### src/hw/rtl/ffra_pkg.sv
// Shared types, constants and helper functions for the first-fit range allocator.
// Used by the interfaces, the table cells, the controller and the top level.
package ffra_pkg;

    localparam int MAX_RANGES_DEF = 64;
    localparam int MAX_ORDER      = 32;

    localparam int START_W  = 32;
    localparam int LEN_W    = 33;
    localparam int CUR_W    = 34;
    localparam int SUM_W    = 35;
    localparam int ORDER_W  = 6;
    localparam int STATUS_W = 3;
    localparam int PADDR_W  = 3;
    localparam int PDATA_W  = 32;

    localparam logic [ORDER_W-1:0] RESET_ORDER = ORDER_W'(16);

    localparam logic ACT_ALLOC = 1'b0;
    localparam logic ACT_FREE  = 1'b1;

    localparam logic REG_POOL_ORDER = 1'b0;

    typedef enum logic [STATUS_W-1:0] {
        ST_OK         = 3'd0,
        ST_NO_SPACE   = 3'd1,
        ST_TABLE_FULL = 3'd2,
        ST_NOT_FOUND  = 3'd3,
        ST_ZERO_SIZE  = 3'd4
    } status_t;

    typedef enum logic [1:0] {
        CS_IDLE,
        CS_SCAN,
        CS_FINISH
    } ctrl_state_t;

    typedef struct packed {
        logic [START_W-1:0] start;
        logic [LEN_W-1:0]   len;
    } entry_t;

    typedef struct packed {
        logic             clear;
        logic [LEN_W-1:0] clear_pool;
        logic [LEN_W-1:0] pool;
    } cfg_evt_t;

    function automatic logic [LEN_W-1:0] pool_bytes(input logic [ORDER_W-1:0] order);
        logic [ORDER_W-1:0] sat;
        sat = (order > ORDER_W'(MAX_ORDER)) ? ORDER_W'(MAX_ORDER) : order;
        return LEN_W'(1) << sat;
    endfunction

endpackage

### src/hw/rtl/ffra_req_if.sv
// Request channel interface: valid/ready handshake with the request word.
// Depends on ffra_pkg for field widths.
interface ffra_req_if;
    logic                         valid;
    logic                         ready;
    logic                         action;
    logic [ffra_pkg::LEN_W-1:0]   alloc_size;
    logic [ffra_pkg::START_W-1:0] free_offset;

    modport source (output valid, output action, output alloc_size, output free_offset,
                    input ready);
    modport sink (input valid, input action, input alloc_size, input free_offset,
                  output ready);
endinterface

### src/hw/rtl/ffra_rsp_if.sv
// Response channel interface: valid/ready handshake with the result word.
// Depends on ffra_pkg for field widths.
interface ffra_rsp_if;
    logic                          valid;
    logic                          ready;
    logic [ffra_pkg::STATUS_W-1:0] status;
    logic [ffra_pkg::START_W-1:0]  range_offset;
    logic [ffra_pkg::LEN_W-1:0]    bytes_free;

    modport source (output valid, output status, output range_offset, output bytes_free,
                    input ready);
    modport sink (input valid, input status, input range_offset, input bytes_free,
                  output ready);
endinterface

### src/hw/rtl/ffra_cell.sv
// One cell of the range table ring: holds a start offset and a length and
// takes its neighbour's entry whenever the ring rotates. Depends on ffra_pkg.
module ffra_cell (
    input  logic             clk,
    input  logic             shift,
    input  ffra_pkg::entry_t nxt,
    output ffra_pkg::entry_t cur
);

    ffra_pkg::entry_t entry_reg;

    always_ff @(posedge clk)
    begin
        if (shift)
        begin
            entry_reg <= nxt;
        end
    end

    assign cur = entry_reg;

endmodule

### src/hw/rtl/ffra_ctrl.sv
// Controller for the allocator: request checks, one full rotation of the cell
// ring per request that passes them, with insertion or removal on the fly,
// and the result register. Depends on ffra_pkg, ffra_req_if and ffra_rsp_if.
module ffra_ctrl #(
    parameter int MAX_RANGES = ffra_pkg::MAX_RANGES_DEF
) (
    input  logic               clk,
    input  logic               rst_n,
    ffra_req_if.sink           req,
    ffra_rsp_if.source         rsp,
    input  ffra_pkg::entry_t   head,
    input  ffra_pkg::entry_t   second,
    input  ffra_pkg::cfg_evt_t cfg,
    output ffra_pkg::entry_t   emit,
    output logic               shift
);

    localparam int IDX_W = $clog2(MAX_RANGES);
    localparam int CNT_W = $clog2(MAX_RANGES + 1);
    localparam int LEN_W = ffra_pkg::LEN_W;
    localparam int CUR_W = ffra_pkg::CUR_W;
    localparam int SUM_W = ffra_pkg::SUM_W;
    localparam int START_W = ffra_pkg::START_W;
    localparam logic [LEN_W-1:0] RESET_FREE = ffra_pkg::pool_bytes(ffra_pkg::RESET_ORDER);

    ffra_pkg::ctrl_state_t state_reg, state_next;
    logic [IDX_W-1:0]      step_reg, step_next;
    logic [CNT_W-1:0]      count_reg, count_next;
    logic [LEN_W-1:0]      free_reg, free_next;
    logic                  act_reg, act_next;
    logic [LEN_W-1:0]      size_reg, size_next;
    logic [START_W-1:0]    offset_reg, offset_next;
    logic [CUR_W-1:0]      cursor_reg, cursor_next;
    logic                  done_reg, done_next;
    logic                  hit_reg, hit_next;
    ffra_pkg::entry_t      hold_reg, hold_next;
    ffra_pkg::status_t     status_reg, status_next;
    logic [START_W-1:0]    where_reg, where_next;

    logic                  rsp_valid_reg, rsp_valid_next;
    ffra_pkg::status_t     rsp_status_reg, rsp_status_next;
    logic [START_W-1:0]    rsp_offset_reg, rsp_offset_next;
    logic [LEN_W-1:0]      rsp_free_reg, rsp_free_next;

    logic [SUM_W-1:0]      need_sum;
    logic                  head_fit;
    logic                  tail_fit;
    logic                  row_live;
    logic                  last_step;
    ffra_pkg::entry_t      new_entry;

    assign need_sum  = SUM_W'(cursor_reg) + SUM_W'(size_reg);
    assign head_fit  = SUM_W'(head.start) >= need_sum;
    assign tail_fit  = need_sum <= SUM_W'(cfg.pool);
    assign row_live  = CNT_W'(step_reg) < count_reg;
    assign last_step = step_reg == IDX_W'(MAX_RANGES - 1);
    assign new_entry = '{start: cursor_reg[START_W-1:0], len: size_reg};

    always_ff @(posedge clk or negedge rst_n)
    begin
        if (!rst_n)
        begin
            state_reg     <= ffra_pkg::CS_IDLE;
            count_reg     <= '0;
            free_reg      <= RESET_FREE;
            rsp_valid_reg <= 1'b0;
        end
        else
        begin
            state_reg     <= state_next;
            count_reg     <= count_next;
            free_reg      <= free_next;
            rsp_valid_reg <= rsp_valid_next;
        end
    end

    always_ff @(posedge clk)
    begin
        step_reg       <= step_next;
        act_reg        <= act_next;
        size_reg       <= size_next;
        offset_reg     <= offset_next;
        cursor_reg     <= cursor_next;
        done_reg       <= done_next;
        hit_reg        <= hit_next;
        hold_reg       <= hold_next;
        status_reg     <= status_next;
        where_reg      <= where_next;
        rsp_status_reg <= rsp_status_next;
        rsp_offset_reg <= rsp_offset_next;
        rsp_free_reg   <= rsp_free_next;
    end

    always_comb
    begin
        state_next      = state_reg;
        step_next       = step_reg;
        count_next      = count_reg;
        free_next       = free_reg;
        act_next        = act_reg;
        size_next       = size_reg;
        offset_next     = offset_reg;
        cursor_next     = cursor_reg;
        done_next       = done_reg;
        hit_next        = hit_reg;
        hold_next       = hold_reg;
        status_next     = status_reg;
        where_next      = where_reg;
        rsp_status_next = rsp_status_reg;
        rsp_offset_next = rsp_offset_reg;
        rsp_free_next   = rsp_free_reg;
        rsp_valid_next  = rsp_valid_reg && !rsp.ready;
        emit            = head;
        shift           = 1'b0;

        case (state_reg)
            ffra_pkg::CS_IDLE:
            begin
                act_next    = req.action;
                size_next   = req.alloc_size;
                offset_next = req.free_offset;
                step_next   = '0;
                cursor_next = '0;
                done_next   = 1'b0;
                hit_next    = 1'b0;
                where_next  = '0;
                if (req.valid)
                begin
                    if (req.action == ffra_pkg::ACT_FREE)
                    begin
                        status_next = ffra_pkg::ST_NOT_FOUND;
                        state_next  = ffra_pkg::CS_SCAN;
                    end
                    else if (req.alloc_size == '0)
                    begin
                        status_next = ffra_pkg::ST_ZERO_SIZE;
                        state_next  = ffra_pkg::CS_FINISH;
                    end
                    else if (req.alloc_size > free_reg)
                    begin
                        status_next = ffra_pkg::ST_NO_SPACE;
                        state_next  = ffra_pkg::CS_FINISH;
                    end
                    else if (count_reg >= CNT_W'(MAX_RANGES))
                    begin
                        status_next = ffra_pkg::ST_TABLE_FULL;
                        state_next  = ffra_pkg::CS_FINISH;
                    end
                    else
                    begin
                        status_next = ffra_pkg::ST_NO_SPACE;
                        state_next  = ffra_pkg::CS_SCAN;
                    end
                end
            end

            ffra_pkg::CS_SCAN:
            begin
                shift     = 1'b1;
                step_next = step_reg + IDX_W'(1);
                if (act_reg == ffra_pkg::ACT_FREE)
                begin
                    if (done_reg)
                    begin
                        emit = hit_reg ? second : head;
                    end
                    else if (row_live && head.start == offset_reg)
                    begin
                        emit        = second;
                        done_next   = 1'b1;
                        hit_next    = 1'b1;
                        status_next = ffra_pkg::ST_OK;
                        free_next   = LEN_W'(free_reg + head.len);
                        count_next  = count_reg - CNT_W'(1);
                    end
                end
                else
                begin
                    if (done_reg)
                    begin
                        if (hit_reg)
                        begin
                            emit      = hold_reg;
                            hold_next = head;
                        end
                    end
                    else if ((row_live && head_fit) || (!row_live && tail_fit))
                    begin
                        emit        = new_entry;
                        hold_next   = head;
                        done_next   = 1'b1;
                        hit_next    = 1'b1;
                        status_next = ffra_pkg::ST_OK;
                        where_next  = cursor_reg[START_W-1:0];
                        free_next   = free_reg - size_reg;
                        count_next  = count_reg + CNT_W'(1);
                    end
                    else if (row_live)
                    begin
                        cursor_next = CUR_W'(head.start) + CUR_W'(head.len);
                    end
                    else
                    begin
                        done_next = 1'b1;
                    end
                end
                if (last_step)
                begin
                    state_next = ffra_pkg::CS_FINISH;
                end
            end

            ffra_pkg::CS_FINISH:
            begin
                if (!rsp_valid_reg || rsp.ready)
                begin
                    rsp_valid_next  = 1'b1;
                    rsp_status_next = status_reg;
                    rsp_offset_next = where_reg;
                    rsp_free_next   = free_reg;
                    state_next      = ffra_pkg::CS_IDLE;
                end
            end

            default:
            begin
                state_next = ffra_pkg::CS_IDLE;
            end
        endcase

        if (cfg.clear)
        begin
            count_next = '0;
            free_next  = cfg.clear_pool;
        end
    end

    assign req.ready        = state_reg == ffra_pkg::CS_IDLE;
    assign rsp.valid        = rsp_valid_reg;
    assign rsp.status       = rsp_status_reg;
    assign rsp.range_offset = rsp_offset_reg;
    assign rsp.bytes_free   = rsp_free_reg;

endmodule

### src/hw/rtl/first_fit_range_allocator.sv
// First-fit range allocator: a ring of MAX_RANGES table cells, a controller and the APB register.
// An allocate that fails its size or table checks is answered without rotating the ring;
// every other request rotates the whole cell ring once before it is answered.
// A new request is taken only in the idle state, after the previous result has gone to the response register.
// Reset: empty table, pool order 16 and 65536 free bytes; table contents are not cleared.
// Depends on ffra_pkg, ffra_req_if, ffra_rsp_if, ffra_cell and ffra_ctrl.
module first_fit_range_allocator #(
    parameter int MAX_RANGES = ffra_pkg::MAX_RANGES_DEF
) (
    input  logic                          clk,
    input  logic                          rst_n,
    ffra_req_if.sink                      req,
    ffra_rsp_if.source                    rsp,
    input  logic                          psel,
    input  logic                          penable,
    input  logic                          pwrite,
    input  logic [ffra_pkg::PADDR_W-1:0]  paddr,
    input  logic [ffra_pkg::PDATA_W-1:0]  pwdata,
    output logic [ffra_pkg::PDATA_W-1:0]  prdata,
    output logic                          pready
);

    localparam int ORDER_W = ffra_pkg::ORDER_W;

    logic [ORDER_W-1:0]  pool_order_reg, pool_order_next;
    logic                reg_wr;
    logic                sel_order;
    ffra_pkg::cfg_evt_t  cfg;
    ffra_pkg::entry_t    emit;
    logic                shift;
    ffra_pkg::entry_t    cells_cur [MAX_RANGES];

    assign pready    = 1'b1;
    assign sel_order = paddr[ffra_pkg::PADDR_W-1] == ffra_pkg::REG_POOL_ORDER;
    assign reg_wr    = psel && penable && pwrite && pready && sel_order;

    always_comb
    begin
        pool_order_next = pool_order_reg;
        if (reg_wr)
        begin
            pool_order_next = pwdata[ORDER_W-1:0];
        end
    end

    always_ff @(posedge clk or negedge rst_n)
    begin
        if (!rst_n)
        begin
            pool_order_reg <= ffra_pkg::RESET_ORDER;
        end
        else
        begin
            pool_order_reg <= pool_order_next;
        end
    end

    assign prdata = sel_order ? ffra_pkg::PDATA_W'(pool_order_reg) : '0;

    assign cfg.clear      = reg_wr;
    assign cfg.clear_pool = ffra_pkg::pool_bytes(pwdata[ORDER_W-1:0]);
    assign cfg.pool       = ffra_pkg::pool_bytes(pool_order_reg);

    for (genvar i = 0; i < MAX_RANGES; i++)
    begin : g_cell
        if (i == MAX_RANGES - 1)
        begin : g_tail
            ffra_cell u_cell (
                .clk   (clk),
                .shift (shift),
                .nxt   (emit),
                .cur   (cells_cur[i])
            );
        end
        else
        begin : g_body
            ffra_cell u_cell (
                .clk   (clk),
                .shift (shift),
                .nxt   (cells_cur[i+1]),
                .cur   (cells_cur[i])
            );
        end
    end

    ffra_ctrl #(
        .MAX_RANGES (MAX_RANGES)
    ) u_ctrl (
        .clk    (clk),
        .rst_n  (rst_n),
        .req    (req),
        .rsp    (rsp),
        .head   (cells_cur[0]),
        .second (cells_cur[1]),
        .cfg    (cfg),
        .emit   (emit),
        .shift  (shift)
    );

    a_busy_after_accept: assert property (@(posedge clk) disable iff (!rst_n)
        req.valid && req.ready |=> !req.ready)
        else $error("Request channel still ready after taking a word.");

    a_failed_offset_zero: assert property (@(posedge clk) disable iff (!rst_n)
        rsp.valid && rsp.status != ffra_pkg::ST_OK |-> rsp.range_offset == '0)
        else $error("Failed request returned a non-zero range offset.");

    a_result_after_busy: assert property (@(posedge clk) disable iff (!rst_n)
        $rose(rsp.valid) |-> !$past(req.ready))
        else $error("Result word appeared without a request in progress.");

endmodule

### src/flat_wrapper.sv
// flat-port wrapper written by rule: the top's interface ports become plain ports
module first_fit_range_allocator_flat 
#(
    parameter int MAX_RANGES = ffra_pkg::MAX_RANGES_DEF
)
  (clk, rst_n, psel, penable, pwrite, paddr, pwdata, prdata, pready, req_valid, req_action, req_alloc_size, req_free_offset, req_ready, rsp_valid, rsp_status, rsp_range_offset, rsp_bytes_free, rsp_ready);
  ffra_req_if req_i ();
  ffra_rsp_if rsp_i ();
  input  logic clk;
  input  logic rst_n;
  input  logic psel;
  input  logic penable;
  input  logic pwrite;
  input  logic [ffra_pkg::PADDR_W-1:0] paddr;
  input  logic [ffra_pkg::PDATA_W-1:0] pwdata;
  output logic [ffra_pkg::PDATA_W-1:0] prdata;
  output logic pready;
  input wire logic [$bits(req_i.valid)-1:0] req_valid;
  input wire logic [$bits(req_i.action)-1:0] req_action;
  input wire logic [$bits(req_i.alloc_size)-1:0] req_alloc_size;
  input wire logic [$bits(req_i.free_offset)-1:0] req_free_offset;
  output wire logic [$bits(req_i.ready)-1:0] req_ready;
  output wire logic [$bits(rsp_i.valid)-1:0] rsp_valid;
  output wire logic [$bits(rsp_i.status)-1:0] rsp_status;
  output wire logic [$bits(rsp_i.range_offset)-1:0] rsp_range_offset;
  output wire logic [$bits(rsp_i.bytes_free)-1:0] rsp_bytes_free;
  input wire logic [$bits(rsp_i.ready)-1:0] rsp_ready;
  assign req_i.valid = req_valid;
  assign req_i.action = req_action;
  assign req_i.alloc_size = req_alloc_size;
  assign req_i.free_offset = req_free_offset;
  assign req_ready = req_i.ready;
  assign rsp_valid = rsp_i.valid;
  assign rsp_status = rsp_i.status;
  assign rsp_range_offset = rsp_i.range_offset;
  assign rsp_bytes_free = rsp_i.bytes_free;
  assign rsp_i.ready = rsp_ready;
  first_fit_range_allocator #(.MAX_RANGES(MAX_RANGES)) u_core (.clk(clk), .rst_n(rst_n), .req(req_i), .rsp(rsp_i), .psel(psel), .penable(penable), .pwrite(pwrite), .paddr(paddr), .pwdata(pwdata), .prdata(prdata), .pready(pready));
endmodule
### config.mk
export PLATFORM = sky130hd
export DESIGN_NAME = first_fit_range_allocator_flat
export DESIGN_NICKNAME = d
export VERILOG_FILES = /design/src/hw/rtl/ffra_pkg.sv /design/src/hw/rtl/ffra_req_if.sv /design/src/hw/rtl/ffra_rsp_if.sv /design/src/hw/rtl/ffra_cell.sv /design/src/hw/rtl/ffra_ctrl.sv /design/src/hw/rtl/first_fit_range_allocator.sv /design/src/flat_wrapper.sv
export SDC_FILE = /design/constraint.sdc
export NUM_CORES = 2
export LEC_CHECK = 0
export BUFFER_PORTS_ARGS = -buffer_cell sky130_fd_sc_hd__buf_2
export CAP_MARGIN = 15
export CORE_MARGIN = 5
export CORE_UTILIZATION = 30
export CTS_CLUSTER_SIZE = 8
export DETAILED_ROUTE_END_ITERATION = 6
export GPL_ROUTABILITY_DRIVEN = 0
export PLACE_DENSITY_LB_ADDON = 0.2
export SYNTH_ARGS = -nofsm -noshare
export SYNTH_HDL_FRONTEND = slang
export SYNTH_HIERARCHICAL = 1
export SYNTH_SLANG_ARGS = --single-unit
### constraint.sdc
create_clock -name clk -period 156.9 [get_ports clk]
set_clock_uncertainty 0.1 [all_clocks]
set_input_delay 31.38 -clock clk [delete_from_list [all_inputs] [get_ports clk]]
set_output_delay 31.38 -clock clk [all_outputs]
set_load 0.01 [all_outputs]
==> reports/results.tsv <==
stage	metric	value	unit
logic_synthesis	netlist_instances	6579	
route	antenna_left	0	
final_layout	final_nets	7663	
global_route	grt_usage	10.4	%
final_layout	regArea	134000	sq um
worst_setup_path	rr_startpoint	u_core/u_ctrl/size_reg[6]	
worst_setup_path	crit_fanout	7	
clocking	worst_skew_pair.late_latency	1.01	ns
logic_synthesis	ys_types	88	
die	initial_utilization	30.1	%
flow_run	drv_cap	0	
final_layout	area_growth	18.0	%
clocking	cts_num_sinks	4485	
die	ios	211	
route	drcViolationCount	0	
pwr	powerDensity	22.3	nW/um^2
logic_synthesis	yosys.area.top_type_share	89.8	%
clocking	tritoncts	yes	
worst_setup_path	path_buf_inv	2	
sta	relSlewSlack	15.4	%
sta	min_period_over_period	40.3	%
worst_setup_path	critPathArrivalTime	31.78	ns
final_layout	mostFrequentLayoutCell	edfxtp_1	
worst_setup_path	crit_family	buffers and inverters	
die	die_w	713	um
worst_setup_path	crit_path_frequent_cell	buf_2	
final_layout	largest_reg_flops	4095	
clocking	cts_resized	0	
clocking	path_clk_slew	0.05	ns
sta	rsz0062_at_grt	false	
pwr	leakagePower	56.0	nW
worst_setup_path	cp-startpoint	paddr[2]	
logic_synthesis	avgSynthCellArea	22.5	sq um
final_layout	multiInputGateArea	12900	sq um
worst_setup_path	critPathKind	in2out	
worst_setup_path	max_stage_delay	0.14	ns
logic_synthesis	synth_seq_cells	4485	
die	rows	258	
clocking	clock-root-buffer	clkbuf_16	
final_layout	layout-drive-gt1-share	13.0	%
worst_hold_path	min_path_type	reg2reg	
sta	hold_ws	0.270	ns
global_route	grt_max_degree	208	
sta	hold_violations	0	
worst_setup_path	end_kind	primary output	
logic_synthesis	yosys_warnings	6	
worst_hold_path	min-delay-start	u_core/g_cell[22].g_body.u_cell/cur[17]	
logic_synthesis	synth_flop_cell	edfxtp_1	
route	wl_per_cell	19.6	um
sta	fin_setup_tns	0	ns
clocking	cts_setup_buffers	0	
die	die_h	713	um
route	firstDrtPassIters	7	
logic_synthesis	seq_area_frac_synth	90.7	%
route	num_vias	61800	
sta	slew_violations	0	
logic_synthesis	netlist_area	148000	sq um
global_route	first_global_vias	62200	
die	die-area	508000	sq um
die	core_area	493000	sq um
clocking	cts_made_buffers	635	
logic_synthesis	ys_top_cells_by_area	edfxtp_1 (90%), ha_1 (1.7%), dfrtp_1 (0.79%)	
placed_design	dp_hpwl	159000	um
worst_setup_path	cp_slowest_cell	buf_2	
route	via_per_inst	4.42	
final_layout	stdcell_count	14000	
pwr	max-vdd-ir-drop	0.0157	mV
pwr	power.total	0.00391	W
global_route	grt_pass1_wl	404000	um
sta	worst_slew_pin_slew	1.27	ns
worst_setup_path	critPathLaunchType	input port	
sta	period_needed	63.26	ns
clocking	clockBufferDepth	4	
sta	max_freq	15.8	MHz
logic_synthesis	synth_top_cell_by_area	edfxtp_1	
worst_setup_path	cp.required	125.42	ns
route	drt-total-wl	275000	um
clocking	ctsHoldBuffers	0	
placed_design	place_inst	13200	
placed_design	portBuffers	155	
final_layout	nFillCells	45100	
sta	setup_viol	0	
worst_setup_path	crit_chain	buf_2 -> nor2b_1 -> buf_2	
final_layout	final_cell_mix	edfxtp_1 (4436), clkbuf_16 (639), nor2_1 (240)	
logic_synthesis	synth-edff-count	4436	
global_route	antenna_found_initial	65	
logic_synthesis	ys_async_sr_fraction	1.09	%
outcome	status	completed	
clocking	htreeDepth	6	
global_route	gr-total-overflow	0	
route	drt_iter0_drc	5604	
[layer usage]
metal | GRT usage [%] | wire [um]
met2 | 14.8 | 117000
met5 | 0 | 85
met1 | 15.1 | 130000
met3 | 2.70 | 18600
met4 | 4.05 | 9710
[final timing paths]
kind,endpoint,slack (ns),cells after the start
hold / removal,u_core/g_cell[21].g_body.u_cell/cur[17],0.27,0
min in group asynchronous,u_core/pool_order_reg[5],30.42,2
setup reg to reg,u_core/u_ctrl/hold_reg[16],148.05,26
hold reg to reg,u_core/g_cell[21].g_body.u_cell/cur[17],0.27,0
max in group asynchronous,u_core/u_ctrl/count_reg[3],125.63,2
setup / recovery,prdata[4],93.64,3
[Yosys cell counts (7+ instances only)]
| cell | count |
|---|---|
| a211o_1 | 7 |
| a211oi_1 | 12 |
| a21o_1 | 79 |
| a21oi_1 | 122 |
| a221oi_1 | 31 |
| a22o_1 | 30 |
| a22oi_1 | 34 |
| a31oi_1 | 16 |
| and2_1 | 47 |
| and3_1 | 12 |
| buf_2 | 13 |
| buf_4 | 31 |
| clkbuf_1 | 79 |
| dfrtp_1 | 47 |
| edfxtp_1 | 4436 |
| ha_1 | 207 |
| inv_1 | 142 |
| mux2i_1 | 47 |
| nand2_1 | 136 |
| nand2b_1 | 32 |
| nand3_1 | 37 |
| nand4_1 | 33 |
| nor2_1 | 244 |
| nor2b_1 | 28 |
| nor3_1 | 38 |
| nor3b_1 | 7 |
| nor4_1 | 24 |
| o21a_1 | 20 |
| o21ai_0 | 151 |
| o21ai_1 | 36 |
| o21bai_1 | 13 |
| o221ai_1 | 36 |
| o22ai_1 | 34 |
| o31a_1 | 7 |
| or3_1 | 41 |
| xnor2_1 | 51 |
| xor2_1 | 93 |
[stage by stage]
stage          utilization [%]  instance area [sq um]  setup WS, ns
2_1_floorplan                -                 148000         20.16
3_3_place_gp              31.9                 157000         93.64
3_5_place_dp              31.9                 157000         93.64
4_1_cts                   35.5                 175000         93.63
5_1_grt                   35.5                 175000         93.59
6_report                  35.5                 175000         93.64
[layout make-up]
cell class	instances	share of cell area, %
Tap cell	6500	4.65
Sequential cell	4485	76.8
Multi-Input combinational cell	1846	7.34
Antenna cell	18	0.0257
Timing Repair Buffer	232	0.811
Clock buffer	704	9.28
Clock inverter	65	0.764
Inverter	144	0.313
[cells by family (layout without fill, tap and decap cells)]
kind of cell    count (synthesis)  after routing  synth area share (%)
simple gates                  723            723                  2.44
fa+ha+maj                     211            211                  1.80
xor+xnor                      144            144                 0.851
buf+inv                       273           1145                 0.786
other cells                     2             45               0.00506
flops                        4485           4485                  90.7
compound gates                685            685                  3.07
mux                            56             56                 0.386
[power breakdown]
| part | switching [W] | total, W | internal, W | leakage [nW] |
|---|---|---|---|---|
| clock network | 0.000481 | 0.00121 | 0.000730 | 8.50 |
| registers | 0.000155 | 0.00214 | 0.00198 | 40.6 |
| logic | 0.000422 | 0.000561 | 0.000139 | 6.89 |
| total | 0.00106 | 0.00391 | 0.00285 | 56.0 |
Power figures use the tool's default switching activity.
